`src/sv/kdchr_pkg.sv`:
```
// ----------------------------------------------------------------------------
// kdchr_pkg
// Shared types and codes for the debounced key bank with click/hold events.
// ----------------------------------------------------------------------------
package kdchr_pkg;

  localparam int PIN_W     = 8;
  localparam int IDX_W     = 4;
  localparam int TICK_W    = 10;
  localparam int CFG_T_W   = 16;
  localparam int CFG_IDX_W = 3;
  localparam int CFG_DAT_W = 16;

  // item function codes
  localparam logic [1:0] FUNC_TICK   = 2'd0;
  localparam logic [1:0] FUNC_STATUS = 2'd1;
  localparam logic [1:0] FUNC_CHECK  = 2'd2;
  localparam logic [1:0] FUNC_CLEAR  = 2'd3;

  // want_state codes
  localparam logic [1:0] CHK_IDLE  = 2'd0;
  localparam logic [1:0] CHK_CLICK = 2'd1;
  localparam logic [1:0] CHK_HOLD  = 2'd2;

  // key_status codes
  localparam logic [2:0] ST_IDLE        = 3'd0;
  localparam logic [2:0] ST_CLICK_EVT   = 3'd1;
  localparam logic [2:0] ST_CLICK_NOEVT = 3'd2;
  localparam logic [2:0] ST_HOLD_EVT    = 3'd3;
  localparam logic [2:0] ST_HOLD_NOEVT  = 3'd4;

  // configuration register indexes
  localparam logic [CFG_IDX_W-1:0] REG_ACTIVE_LOW_MASK = 3'd0;
  localparam logic [CFG_IDX_W-1:0] REG_TICK_PERIOD     = 3'd1;
  localparam logic [CFG_IDX_W-1:0] REG_DEBOUNCE        = 3'd2;
  localparam logic [CFG_IDX_W-1:0] REG_HOLD            = 3'd3;
  localparam logic [CFG_IDX_W-1:0] REG_REPEAT          = 3'd4;

  typedef struct packed {
    logic [1:0]       func;
    logic [PIN_W-1:0] pin_levels;
    logic [IDX_W-1:0] key_index;
    logic [1:0]       want_state;
  } in_item_t;

  typedef struct packed {
    logic [2:0] key_status;
    logic       check_match;
    logic       index_error;
  } out_item_t;

  typedef struct packed {
    logic [TICK_W-1:0]  tick_period_ms;
    logic [CFG_T_W-1:0] debounce_ms;
    logic [CFG_T_W-1:0] hold_ms;
    logic [CFG_T_W-1:0] repeat_ms;
  } lane_cfg_t;

  typedef struct packed {
    logic tick;
    logic level;
    logic clear;
  } lane_cmd_t;

  typedef struct packed {
    logic click;
    logic hold;
    logic pending;
  } lane_stat_t;

endpackage

```
`src/sv/key_debounce_click_hold_repeat_core.sv`:
```
// ----------------------------------------------------------------------------
// key_debounce_click_hold_repeat_core
// Bank of debounced keys with click, hold and autorepeat events.
// ----------------------------------------------------------------------------
//   channel | dir | handshake         | payload
//   in_     | in  | in_valid/in_ready | in_item_t: func, pin_levels, key_index,
//           |     |                   |   want_state
//   out_    | out | out_valid/ready   | out_item_t: key_status, check_match,
//           |     |                   |   index_error
//   cfg_    | in  | cfg_valid/ready   | cfg_index (register), cfg_data
//
// One item per cycle. Each key's lane updates on a tick in the cycle the item
// is accepted; a query reads and clears its lane then, and the result is written to
// the output queue. A two-entry output queue (output register plus skid)
// lets an item enter while a result waits; in_ready drops only when both are full.
// Reset is synchronous: key state, pending events and the queue clear and the
// config registers return to their defaults. No clearing pass is needed.
// ----------------------------------------------------------------------------
module key_debounce_click_hold_repeat_core import kdchr_pkg::*; #(
  parameter int NUM_KEYS   = 8,
  parameter int TIME_WIDTH = 16
) (
  input  logic                 clk,
  input  logic                 rst_n,
  // item input
  input  logic                 in_valid,
  output logic                 in_ready,
  input  in_item_t             in_data,
  // result output
  output logic                 out_valid,
  input  logic                 out_ready,
  output out_item_t            out_data,
  // register writes
  input  logic                 cfg_valid,
  output logic                 cfg_ready,
  input  logic [CFG_IDX_W-1:0] cfg_index,
  input  logic [CFG_DAT_W-1:0] cfg_data
);

  // configuration
  logic [PIN_W-1:0] mask_r;
  lane_cfg_t        cfg_r;

  // lanes and merge
  lane_cmd_t           cmd  [NUM_KEYS];
  lane_stat_t          stat [NUM_KEYS];
  out_item_t           result;
  logic                has_result;
  logic [NUM_KEYS-1:0] clear;
  logic [PIN_W-1:0]    level;
  logic                in_acc, push, pop;

  // output queue: main entry drives the port, skid catches overflow
  logic      main_v_r, main_v_nxt;
  logic      skid_v_r, skid_v_nxt;
  out_item_t main_r, main_nxt;
  out_item_t skid_r, skid_nxt;

  assign cfg_ready = 1'b1;

  always_ff @(posedge clk) begin
    if (!rst_n) begin
      mask_r               <= 8'd255;
      cfg_r.tick_period_ms <= 10'd10;
      cfg_r.debounce_ms    <= 16'd50;
      cfg_r.hold_ms        <= 16'd1000;
      cfg_r.repeat_ms      <= 16'd200;
    end else if (cfg_valid) begin
      unique case (cfg_index)
        REG_ACTIVE_LOW_MASK: mask_r               <= cfg_data[PIN_W-1:0];
        REG_TICK_PERIOD:     cfg_r.tick_period_ms <= cfg_data[TICK_W-1:0];
        REG_DEBOUNCE:        cfg_r.debounce_ms    <= cfg_data[CFG_T_W-1:0];
        REG_HOLD:            cfg_r.hold_ms        <= cfg_data[CFG_T_W-1:0];
        REG_REPEAT:          cfg_r.repeat_ms      <= cfg_data[CFG_T_W-1:0];
        default: ;  // unused index
      endcase
    end
  end

  assign in_ready = !skid_v_r;
  assign in_acc   = in_valid && in_ready;
  // pins made active-high through the polarity mask
  assign level    = in_data.pin_levels ^ mask_r;

  for (genvar i = 0; i < NUM_KEYS; i++) begin : g_lane
    assign cmd[i].tick  = in_acc && (in_data.func == FUNC_TICK);
    assign cmd[i].level = level[i];
    assign cmd[i].clear = in_acc && clear[i];

    kdchr_lane #(
      .TIME_WIDTH(TIME_WIDTH)
    ) u_lane (
      .clk  (clk),
      .rst_n(rst_n),
      .cfg  (cfg_r),
      .cmd  (cmd[i]),
      .stat (stat[i])
    );
  end

  kdchr_merge #(
    .NUM_KEYS(NUM_KEYS)
  ) u_merge (
    .item      (in_data),
    .stat      (stat),
    .result    (result),
    .has_result(has_result),
    .clear     (clear)
  );

  // result queue; a push never coincides with a full skid (in_ready low)
  assign push = in_acc && has_result;
  assign pop  = main_v_r && out_ready;

  always_comb begin
    main_v_nxt = main_v_r;
    skid_v_nxt = skid_v_r;
    main_nxt   = main_r;
    skid_nxt   = skid_r;
    if (pop) begin
      if (skid_v_r) begin
        main_nxt   = skid_r;
        skid_v_nxt = 1'b0;
      end else if (push) begin
        main_nxt = result;
      end else begin
        main_v_nxt = 1'b0;
      end
    end else if (push) begin
      if (!main_v_r) begin
        main_nxt   = result;
        main_v_nxt = 1'b1;
      end else begin
        skid_nxt   = result;
        skid_v_nxt = 1'b1;
      end
    end
  end

  always_ff @(posedge clk) begin
    if (!rst_n) begin
      main_v_r <= 1'b0;
      skid_v_r <= 1'b0;
    end else begin
      main_v_r <= main_v_nxt;
      skid_v_r <= skid_v_nxt;
    end
    main_r <= main_nxt;
    skid_r <= skid_nxt;
  end

  assign out_valid = main_v_r;
  assign out_data  = main_r;

endmodule

```
`src/sv/kdchr_lane.sv`:
```
// ----------------------------------------------------------------------------
// kdchr_lane
// One key: debounce counter, clean level and idle/click/hold machine.
// ----------------------------------------------------------------------------
module kdchr_lane import kdchr_pkg::*; #(
  parameter int TIME_WIDTH = 16
) (
  input  logic       clk,
  input  logic       rst_n,
  input  lane_cfg_t  cfg,
  input  lane_cmd_t  cmd,
  output lane_stat_t stat
);

  localparam int SUM_W = ((TIME_WIDTH > TICK_W) ? TIME_WIDTH : TICK_W) + 1;
  localparam int CMP_W = (TIME_WIDTH > CFG_T_W) ? TIME_WIDTH : CFG_T_W;

  typedef enum logic [1:0] {
    M_IDLE  = 2'd0,
    M_CLICK = 2'd1,
    M_HOLD  = 2'd2
  } mode_t;

  mode_t                 mode_r, mode_nxt;
  logic                  prev_r, prev_nxt;
  logic                  clean_r, clean_nxt;
  logic                  pend_r, pend_nxt;
  logic [TIME_WIDTH-1:0] stable_r, stable_nxt;
  logic [TIME_WIDTH-1:0] mtime_r, mtime_nxt;

  logic [SUM_W-1:0]      st_sum, mt_sum;
  logic [TIME_WIDTH-1:0] st_sat, mt_sat, st_new;
  logic [CFG_T_W-1:0]    thr;
  logic                  clean_new, thr_hit;

  // saturating adds of the tick period
  assign st_sum = SUM_W'(stable_r) + SUM_W'(cfg.tick_period_ms);
  assign mt_sum = SUM_W'(mtime_r) + SUM_W'(cfg.tick_period_ms);
  assign st_sat = (|st_sum[SUM_W-1:TIME_WIDTH]) ? '1 : st_sum[TIME_WIDTH-1:0];
  assign mt_sat = (|mt_sum[SUM_W-1:TIME_WIDTH]) ? '1 : mt_sum[TIME_WIDTH-1:0];

  assign st_new    = (prev_r == cmd.level) ? st_sat : '0;
  assign clean_new = (CMP_W'(st_new) >= CMP_W'(cfg.debounce_ms)) ? cmd.level : clean_r;
  assign thr       = (mode_r == M_CLICK) ? cfg.hold_ms : cfg.repeat_ms;
  assign thr_hit   = CMP_W'(mt_sat) > CMP_W'(thr);

  always_comb begin
    mode_nxt   = mode_r;
    prev_nxt   = prev_r;
    clean_nxt  = clean_r;
    pend_nxt   = pend_r;
    stable_nxt = stable_r;
    mtime_nxt  = mtime_r;
    if (cmd.clear) begin
      pend_nxt = 1'b0;
    end
    if (cmd.tick) begin
      stable_nxt = st_new;
      prev_nxt   = cmd.level;
      clean_nxt  = clean_new;
      unique case (mode_r)
        M_CLICK, M_HOLD: begin
          if (!clean_new) begin
            mode_nxt = M_IDLE;
          end else if (thr_hit) begin
            mode_nxt  = M_HOLD;
            mtime_nxt = '0;
            pend_nxt  = 1'b1;
          end else begin
            mtime_nxt = mt_sat;
          end
        end
        default: begin
          if (clean_new) begin
            mode_nxt  = M_CLICK;
            mtime_nxt = '0;
            pend_nxt  = 1'b1;
          end
        end
      endcase
    end
  end

  always_ff @(posedge clk) begin
    if (!rst_n) begin
      mode_r   <= M_IDLE;
      prev_r   <= 1'b0;
      clean_r  <= 1'b0;
      pend_r   <= 1'b0;
      stable_r <= '0;
      mtime_r  <= '0;
    end else begin
      mode_r   <= mode_nxt;
      prev_r   <= prev_nxt;
      clean_r  <= clean_nxt;
      pend_r   <= pend_nxt;
      stable_r <= stable_nxt;
      mtime_r  <= mtime_nxt;
    end
  end

  assign stat.click   = (mode_r == M_CLICK);
  assign stat.hold    = (mode_r == M_HOLD);
  assign stat.pending = pend_r;

endmodule

```
`src/sv/kdchr_merge.sv`:
```
// ----------------------------------------------------------------------------
// kdchr_merge
// Picks the addressed lane, forms the result and the per-lane event clears.
// ----------------------------------------------------------------------------
module kdchr_merge import kdchr_pkg::*; #(
  parameter int NUM_KEYS = 8
) (
  input  in_item_t            item,
  input  lane_stat_t          stat [NUM_KEYS],
  output out_item_t           result,
  output logic                has_result,
  output logic [NUM_KEYS-1:0] clear
);

  logic [NUM_KEYS-1:0] sel;
  logic                s_click, s_hold, s_pend, idx_ok;

  always_comb begin
    s_click = 1'b0;
    s_hold  = 1'b0;
    s_pend  = 1'b0;
    for (int i = 0; i < NUM_KEYS; i++) begin
      sel[i]  = (item.key_index == IDX_W'(i));
      s_click = s_click | (sel[i] & stat[i].click);
      s_hold  = s_hold  | (sel[i] & stat[i].hold);
      s_pend  = s_pend  | (sel[i] & stat[i].pending);
    end
    idx_ok = (item.key_index < IDX_W'(NUM_KEYS));
  end

  always_comb begin
    result     = '0;
    has_result = 1'b0;
    clear      = '0;
    unique case (item.func)
      FUNC_STATUS: begin
        has_result = 1'b1;
        if (!idx_ok) begin
          result.index_error = 1'b1;
        end else begin
          if (s_click) begin
            result.key_status = s_pend ? ST_CLICK_EVT : ST_CLICK_NOEVT;
          end else if (s_hold) begin
            result.key_status = s_pend ? ST_HOLD_EVT : ST_HOLD_NOEVT;
          end
          if (s_click || s_hold) begin
            clear = sel;
          end
        end
      end
      FUNC_CHECK: begin
        has_result = 1'b1;
        if (!idx_ok) begin
          result.index_error = 1'b1;
        end else begin
          case (item.want_state)
            CHK_IDLE: result.check_match = !s_click && !s_hold;
            CHK_CLICK: begin
              result.check_match = s_click && s_pend;
              if (s_click) clear = sel;
            end
            CHK_HOLD: begin
              result.check_match = s_hold && s_pend;
              if (s_hold) clear = sel;
            end
            default: result.check_match = 1'b0;
          endcase
        end
      end
      FUNC_CLEAR: clear = '1;
      default: ;
    endcase
  end

endmodule

```
`config.mk`:
```
export PLATFORM = sky130hd
export DESIGN_NAME = key_debounce_click_hold_repeat_core
export DESIGN_NICKNAME = d
export VERILOG_FILES = /design/src/sv/kdchr_pkg.sv /design/src/sv/key_debounce_click_hold_repeat_core.sv /design/src/sv/kdchr_lane.sv /design/src/sv/kdchr_merge.sv
export SDC_FILE = /design/constraint.sdc
export NUM_CORES = 2
export LEC_CHECK = 0
export ABC_AREA = 1
export BUFFER_PORTS_ARGS = -buffer_cell sky130_fd_sc_hd__buf_2
export CAP_MARGIN = 20
export CORE_MARGIN = 5
export CORE_UTILIZATION = 55
export CTS_CLUSTER_SIZE = 10
export DETAILED_ROUTE_END_ITERATION = 8
export PLACE_DENSITY = 0.81
export SKIP_LAST_GASP = 1
export SYNTH_ARGS = -nofsm -noshare
export SYNTH_HDL_FRONTEND = slang
export SYNTH_SLANG_ARGS = --single-unit
```
`constraint.sdc`:
```
create_clock -name clk -period 12.7 [get_ports clk]
set_input_delay 1.905 -clock clk [delete_from_list [all_inputs] [get_ports clk]]
set_output_delay 1.905 -clock clk [all_outputs]
set_load 0.01 [all_outputs]
```
======== After elaboration in Yosys (flattened, before gate mapping) ========
Index checks and enable logic that the tools add are counted.
storage, ports and cells
  output and inout bits ................... 8
  input bits .............................. 40
  logic and storage cells ................. 441
  register bits after elaboration ......... 374
operators by class
  equal/unequal tests ..................... 51
  $add $sub $neg .......................... 16
  bitwise gates (word level) .............. 48
  $lt $le $gt $ge ......................... 17
  reductions and logical operators ........ 68
  muxes and demuxes ....................... 180
operators with widths
  operator                                                          count
  16-bit two-way mux                                                64
  16-bit by 10-bit adder with 17-bit output                         16
  16-bit >= comparator                                              8
  16-bit greater-than comparator                                    8
  2-bit two-way mux                                                 33
  1-bit two-way mux                                                 65
  8-bit two-way mux                                                 5
  3-bit AND reduction                                               11
  2-bit AND reduction                                               14
  5-bit two-way mux                                                 5
  1-bit bitwise AND                                                 24
  3-bit != test (second input constant)                             8
  8-bit one-hot mux with 3 select lines                             1
  2-bit == test (second input constant)                             11
  1-bit OR                                                          21
  2-bit by 1-bit == test with 1-bit output (second input constant)  10
  2-bit nonzero test                                                10
  2-bit OR reduction                                                10
  4-bit by 3-bit == test with 1-bit output (second input constant)  4
  8-bit one-hot mux with 2 select lines                             1
  1-bit logical AND                                                 15
  3-bit two-way mux                                                 5
  1-bit == test                                                     8
  4-bit by 2-bit == test with 1-bit output (second input constant)  2
  14 further kinds                                                  21

======== Logic depth before layout (Yosys ltp) ========
  word-level depth ........................ 19
  gate-level depth with buffers ........... 29
  depth with buffers taken out ............ 27

======== Hierarchy ========
From an unflattened synthesis, not the netlist that was laid out.
second synthesis, totals
  cells, all modules ...................... 5256
  area, all modules ....................... 35391.4 um^2
modules (own cells, without submodules)
  module                               cells an instance  times used  seq. area each (um^2)  area an instance (um^2)
  kdchr_lane at g_lane[1].u_lane ...   588                4           740.7                  3930.0
  kdchr_lane at g_lane[0].u_lane ...   578                2           740.7                  3858.7
  kdchr_lane at g_lane[6].u_lane       573                1           740.7                  3863.7
  kdchr_lane at g_lane[7].u_lane       574                1           740.7                  3861.2
  key_debounce_click_hold_repeat_core  426                1           1661.6                 3258.1
  kdchr_merge                          175                1           0.0                    970.9

======== Worst setup path after synthesis ========
No wires, ideal clock.
  kind .................................... in2reg
  start point ............................. input in_data[7] in the netlist's numbering
  end point ............................... register g_lane[1].u_lane.mtime_r[15]
  data required time ...................... 12630 ps
  slack ................................... 8347 ps
  arrival ................................. 4282 ps
  path buffers ............................ 2
  setup time .............................. 70 ps
  stages .................................. 19
  cells stage by stage .................... or2_2 nand2_1 xnor2_1 inv_1 buf_1 nand2_1 inv_1 ha_1 nand2_1 o21bai_1 nand2_1 a21oi_1 nand4_1 nand2_2 nand2_4 nor2_4 buf_6 nand2_1 a21oi_1
on the way
  word-level cells in the longest chain between the ends .. 6
ends and longest elaborated chain
  element                               RTL line                                   RTL
  from (decl)                           key_debounce_click_hold_repeat_core.sv:28  input in_item_t in_data,
  8-bit bitwise XOR                     key_debounce_click_hold_repeat_core.sv:83  assign level = in_data.pin_levels ^ mask_r;
  1-bit == test                         kdchr_lane.sv:42                           assign st_new = (prev_r == cmd.level) ? st_sat : '0;
  16-bit two-way mux                    kdchr_lane.sv:42
  via g_lane[1].u_lane.st_new[15]       kdchr_lane.sv:32                           logic [TIME_WIDTH-1:0] st_sat, mt_sat, st_new;
  16-bit >= comparator                  kdchr_lane.sv:43                           assign clean_new = (CMP_W'(st_new) >= CMP_W'(cfg.debounce_ms)) ? cmd.level : clean_r;
  1-bit two-way mux                     kdchr_lane.sv:43
  2-bit AND reduction (no source line)  -
  to (signal assigned)                  kdchr_lane.sv:98                           mtime_r <= mtime_nxt;
  to (decl)                             kdchr_lane.sv:29                           logic [TIME_WIDTH-1:0] mtime_r, mtime_nxt;
The timed path passes the listed nets, and every way through them passes these cells.
A chain may end at the register's enable or synchronous reset.

======== Worst setup path after layout ========
  start point ............................. register cfg_r[55] in the netlist's numbering
  end point ............................... register g_lane[0].u_lane.mtime_r[5]
on the way
  word-level cells in the longest chain between the ends .. 6
ends and longest elaborated chain
  element                                                               RTL line                                   RTL
  from (decl)                                                           key_debounce_click_hold_repeat_core.sv:42  lane_cfg_t cfg_r;
  16-bit by 10-bit adder with 17-bit output, on equally long branches   kdchr_lane.sv:38, kdchr_lane.sv:37
  16-bit two-way mux, on equally long branches                          kdchr_lane.sv:40, kdchr_lane.sv:39
  16-bit greater-than comparator or 16-bit two-way mux (tied branches)  kdchr_lane.sv:45, kdchr_lane.sv:42
  16-bit two-way mux or 16-bit >= comparator (tied branches)            kdchr_lane.sv:65, kdchr_lane.sv:43
  16-bit two-way mux or 1-bit two-way mux (tied branches)               kdchr_lane.sv:63, kdchr_lane.sv:43
  16-bit two-way mux or 2-bit AND reduction (tied branches)             -
  to (signal assigned)                                                  kdchr_lane.sv:98
  to (decl)                                                             kdchr_lane.sv:29
Parallel ways exist; a longest one is shown, timed or not. The select of a mux whose other input is x is not followed.

==> metrics.yaml <==
clock_tree:
  cts_setup_buffers: 0
  clk_root_buffer_cell: "sky130_fd_sc_hd__clkbuf_16"
  tritoncts: "yes"
  cts_inserted_buffers: 47
  clock_latency_on_the_worst_skew_pair_ns: 0.61
  cts.sink_count: 374
  ctsHtreeMaxLevel: 2
  cts-hold-fix-buffers: 0
  maximum_number_of_buffers_from_clock_root_to_sink: 3
  cts-resized-gates: 0
  clk_pin_slew_ns: 0.06
logic_synthesis:
  synth_largest_area_cell: "sky130_fd_sc_hd__dfxtp_1"
  ys_dominant_reg_cell: "sky130_fd_sc_hd__dfxtp_1"
  synth_cells: 5059
  synth.top_cell.area_share: 0.2222
  number_of_synthesized_flops_with_an_enable_pin: 10
  synthDistinctLibCells: 49
  yosys_warnings: 0
  cell_types_occupying_the_most_area_after_synthesis: "sky130_fd_sc_hd__dfxtp_1 22%, sky130_fd_sc_hd__ha_1 17%, sky130_fd_sc_hd__nand2_1 16%"
  synthesis.area_per_instance_um2: 6.483
  number_of_storage_elements_in_the_synthesis_netlist: 374
  synthesis.area_um2: 32800
  synthArstFlopShare: 0
  synth_sequential_area_ratio: 0.2313
  synth_nets: 5556
sta:
  max_freq_ghz: 0.1779
  worstMarginPinSlew_ns: 1.193
  grt_setup_unrepaired: "false"
  postLayoutSetupSlackWorst_ns: 7.079
  hold_violations: 0
  hold_ws_ns: 0.4581
  finalCriticalPeriod_ns: 5.621
  pins_over_their_slew_limit: 0
  final.period_utilization: 0.4426
  fin_setup_tns_ns: 0
  final-setup-viol-count: 0
  skew_ns: 0.02448
  maxSlewHeadroom: 0.2036
detailed_routing:
  num_vias: 33430
  initialDrtViolationCount: 3110
  routed_via_density: 5.745
  finalWirelength_mm: 98.58
  drt.antenna.violating_nets: 0
  drt-wirelength-per-cell_um: 16.94
  drt_pre_antenna_iters: 6
  drcViolationCount: 0
die:
  initial_utilization: 0.5557
  num_rows: 89
  die-height_um: 254.2
  design.portCount: 48
  die_width_um: 254.2
  die_area_um2: 64620
  core_area_um2: 59020
worst_hold_path:
  min_path_cells: 2
  hold_path.startpoint: "g_lane[6].u_lane.pend_r"
  hold_path.class: "reg -> reg"
final_layout:
  design.final.nets: 5516
  finalNonFillerCells: 5819
  final_common_cell: "sky130_fd_sc_hd__nand2_1"
  drive_gt1_frac: 0.04639
  syn2layout_area_growth_pct: 6.321
  nFillCells: 5595
  most-common-layout-cells: "1398 x sky130_fd_sc_hd__nand2_1, 578 x sky130_fd_sc_hd__a21oi_1, 539 x sky130_fd_sc_hd__inv_1"
  final_cell_area_um2: 34870
setup_path:
  timing.rr.end: "g_lane[0].u_lane.mtime_r[5]"
  reg_to_reg_critical_path_startpoint: "cfg_r[55]"
  criticalPathCategory: "reg -> reg"
  cp_max_fo: 18
  crit_path_end_kind: "register"
  worstSetupEndpoint: "g_lane[0].u_lane.mtime_r[5]"
  worst_ep_arrival_time_ns: 6.13
  worst-r2r-cell-count: 25
  cp_startpoint: "cfg_r[55]"
  timing.critical_path.required_ns: 13.21
  start_kind: "register"
  reg2reg_setup_slack_ns: 7.08
grt:
  pin_count_of_the_biggest_net_entering_global_routing: 180
  globalRoute.totalOverflow: 0
  wire_length_of_the_first_global_routing_pass_mm: 154.7
  grt_use_total: 0.2940
  first_global_vias: 30220
  antenna_found_initial: 2
power_and_ir_drop:
  power_leakage_nw: 17.34
  powerDensity_nw_per_um2: 90.32
  vdd.ir_drop.worst_v: 0.0001051
placement:
  port_buffers: 46
  pre_cts_slack_ns: 7.267
  dpl_cell_area_um2: 33420
  placed_cells_incl_taps: 5743
  dp_hpwl_mm: 69.79
  finalWeightedCongestion: 0.9860
job:
  maxCapViolations: 0
run_status:
  run_status: "completed"
-- Yosys cell counts, types with 9 or more instances --
library cell,count
sky130_fd_sc_hd__nand3b_1,21
sky130_fd_sc_hd__buf_2,33
sky130_fd_sc_hd__o211ai_1,17
sky130_fd_sc_hd__a21oi_1,578
sky130_fd_sc_hd__xor2_1,54
sky130_fd_sc_hd__edfxtp_1,10
sky130_fd_sc_hd__clkinv_1,16
sky130_fd_sc_hd__nand2_2,17
sky130_fd_sc_hd__xnor2_1,56
sky130_fd_sc_hd__nand2_1,1398
sky130_fd_sc_hd__fa_1,16
sky130_fd_sc_hd__o21ai_0,462
sky130_fd_sc_hd__a21o_1,31
sky130_fd_sc_hd__nand3_1,343
sky130_fd_sc_hd__ha_1,441
sky130_fd_sc_hd__o21bai_1,24
sky130_fd_sc_hd__nor3_1,30
sky130_fd_sc_hd__nor2_1,296
sky130_fd_sc_hd__nand4_1,41
sky130_fd_sc_hd__nor2_4,9
sky130_fd_sc_hd__or2_2,48
sky130_fd_sc_hd__clkbuf_1,90
sky130_fd_sc_hd__inv_1,541
sky130_fd_sc_hd__o21a_1,16
sky130_fd_sc_hd__buf_6,9
sky130_fd_sc_hd__dfxtp_1,364
-- power by group --
part	switching, W	internal (W)	leakage [nW]
clock network	0.000553	0.000778	0.701
registers	0.0000372	0.00121	3.04
logic	0.000379	0.000190	13.6
total	0.000969	0.00218	17.3
-- worst min-delay path by stage --
stage                                       end  slack, ns
CTS                     g_lane[6].u_lane.pend_r       0.46
detailed placement      g_lane[6].u_lane.pend_r       0.45
global placement        g_lane[5].u_lane.pend_r       0.45
finish                  g_lane[6].u_lane.pend_r       0.46
global route        g_lane[1].u_lane.mtime_r[3]       0.48
floorplan               g_lane[7].u_lane.pend_r       0.43
-- metal layers --
metal,track usage,vias up,routed length [µm]
met5,0,-,11
li1,-,16710,-
met4,0.1393,2,5359
met1,0.3914,15140,40840
met3,0.05211,287,9838
met2,0.4653,1289,42530
-- stage by stage --
stage	util	power (W)
final	0.5908	0.003149
after global placement	0.5663	0.001813
after CTS	0.5908	0.003144
after floorplan	-	0.001674
after global routing	0.5908	0.003274
after detailed placement	0.5663	0.001829
-- critical path, stage by stage (launching register included) --
cell and delay (ns):
sky130_fd_sc_hd__dfxtp_1 1.09, sky130_fd_sc_hd__buf_4 0.43, sky130_fd_sc_hd__ha_1 0.33, sky130_fd_sc_hd__a21oi_1 0.17, sky130_fd_sc_hd__o21a_1 0.13, sky130_fd_sc_hd__nand2_1 0.07
sky130_fd_sc_hd__a21oi_1 0.30, sky130_fd_sc_hd__inv_1 0.12, sky130_fd_sc_hd__nand3_1 0.40, sky130_fd_sc_hd__inv_1 0.11, sky130_fd_sc_hd__o21ai_0 0.43, sky130_fd_sc_hd__ha_1 0.24
sky130_fd_sc_hd__inv_1 0.04, sky130_fd_sc_hd__nand2_1 0.05, sky130_fd_sc_hd__nand2_1 0.05, sky130_fd_sc_hd__nand2_1 0.06, sky130_fd_sc_hd__nand2_1 0.05, sky130_fd_sc_hd__nand2_1 0.05
sky130_fd_sc_hd__nand2_1 0.05, sky130_fd_sc_hd__nand2_1 0.07, sky130_fd_sc_hd__nand4_1 0.13, sky130_fd_sc_hd__nand2_2 0.17, sky130_fd_sc_hd__nand2_2 0.27, sky130_fd_sc_hd__nor2_4 0.45
sky130_fd_sc_hd__nand2_1 0.10, sky130_fd_sc_hd__a21oi_1 0.15
-- area by class of cell --
type | count | area [µm²] | share of cell area
repair buffers | 62 | 352.8 | 0.01012
well taps | 773 | 967.2 | 0.02774
diodes | 2 | 5.005 | 0.0001435
inverters | 564 | 2127 | 0.06100
clock inverters | 10 | 163.9 | 0.004700
multi-input cells | 3970 | 22390 | 0.6419
flip-flops and latches | 374 | 7590 | 0.2177
clock buffers | 64 | 1280 | 0.03671
-- cells by family after synthesis --
| family | Yosys count | synth area share |
|---|---|---|
| AND/OR/NAND/NOR | 2240 | 0.2888 |
| AO/OA/AOI/OAI | 1161 | 0.1859 |
| buffers and inverters | 715 | 0.08614 |
| adder cells (fa/ha/maj) | 457 | 0.1780 |
| flip-flops | 374 | 0.2313 |
| XOR/XNOR | 110 | 0.02937 |
| other | 1 | 0.0001143 |
| multiplexers | 1 | 0.0003433 |
-- registers in the layout, summed over array words and instances, names as in the netlist --
name / flops
g_lane.u_lane.mtime_r: 128
g_lane.u_lane.stable_r: 128
cfg_r: 58
g_lane.u_lane.mode_r: 16
g_lane.u_lane.clean_r: 8
g_lane.u_lane.pend_r: 8
g_lane.u_lane.prev_r: 8
mask_r: 8
out_data: 5
skid_r: 5
out_valid: 1
skid_v_r: 1
Power figures use the tool's default switching activity.
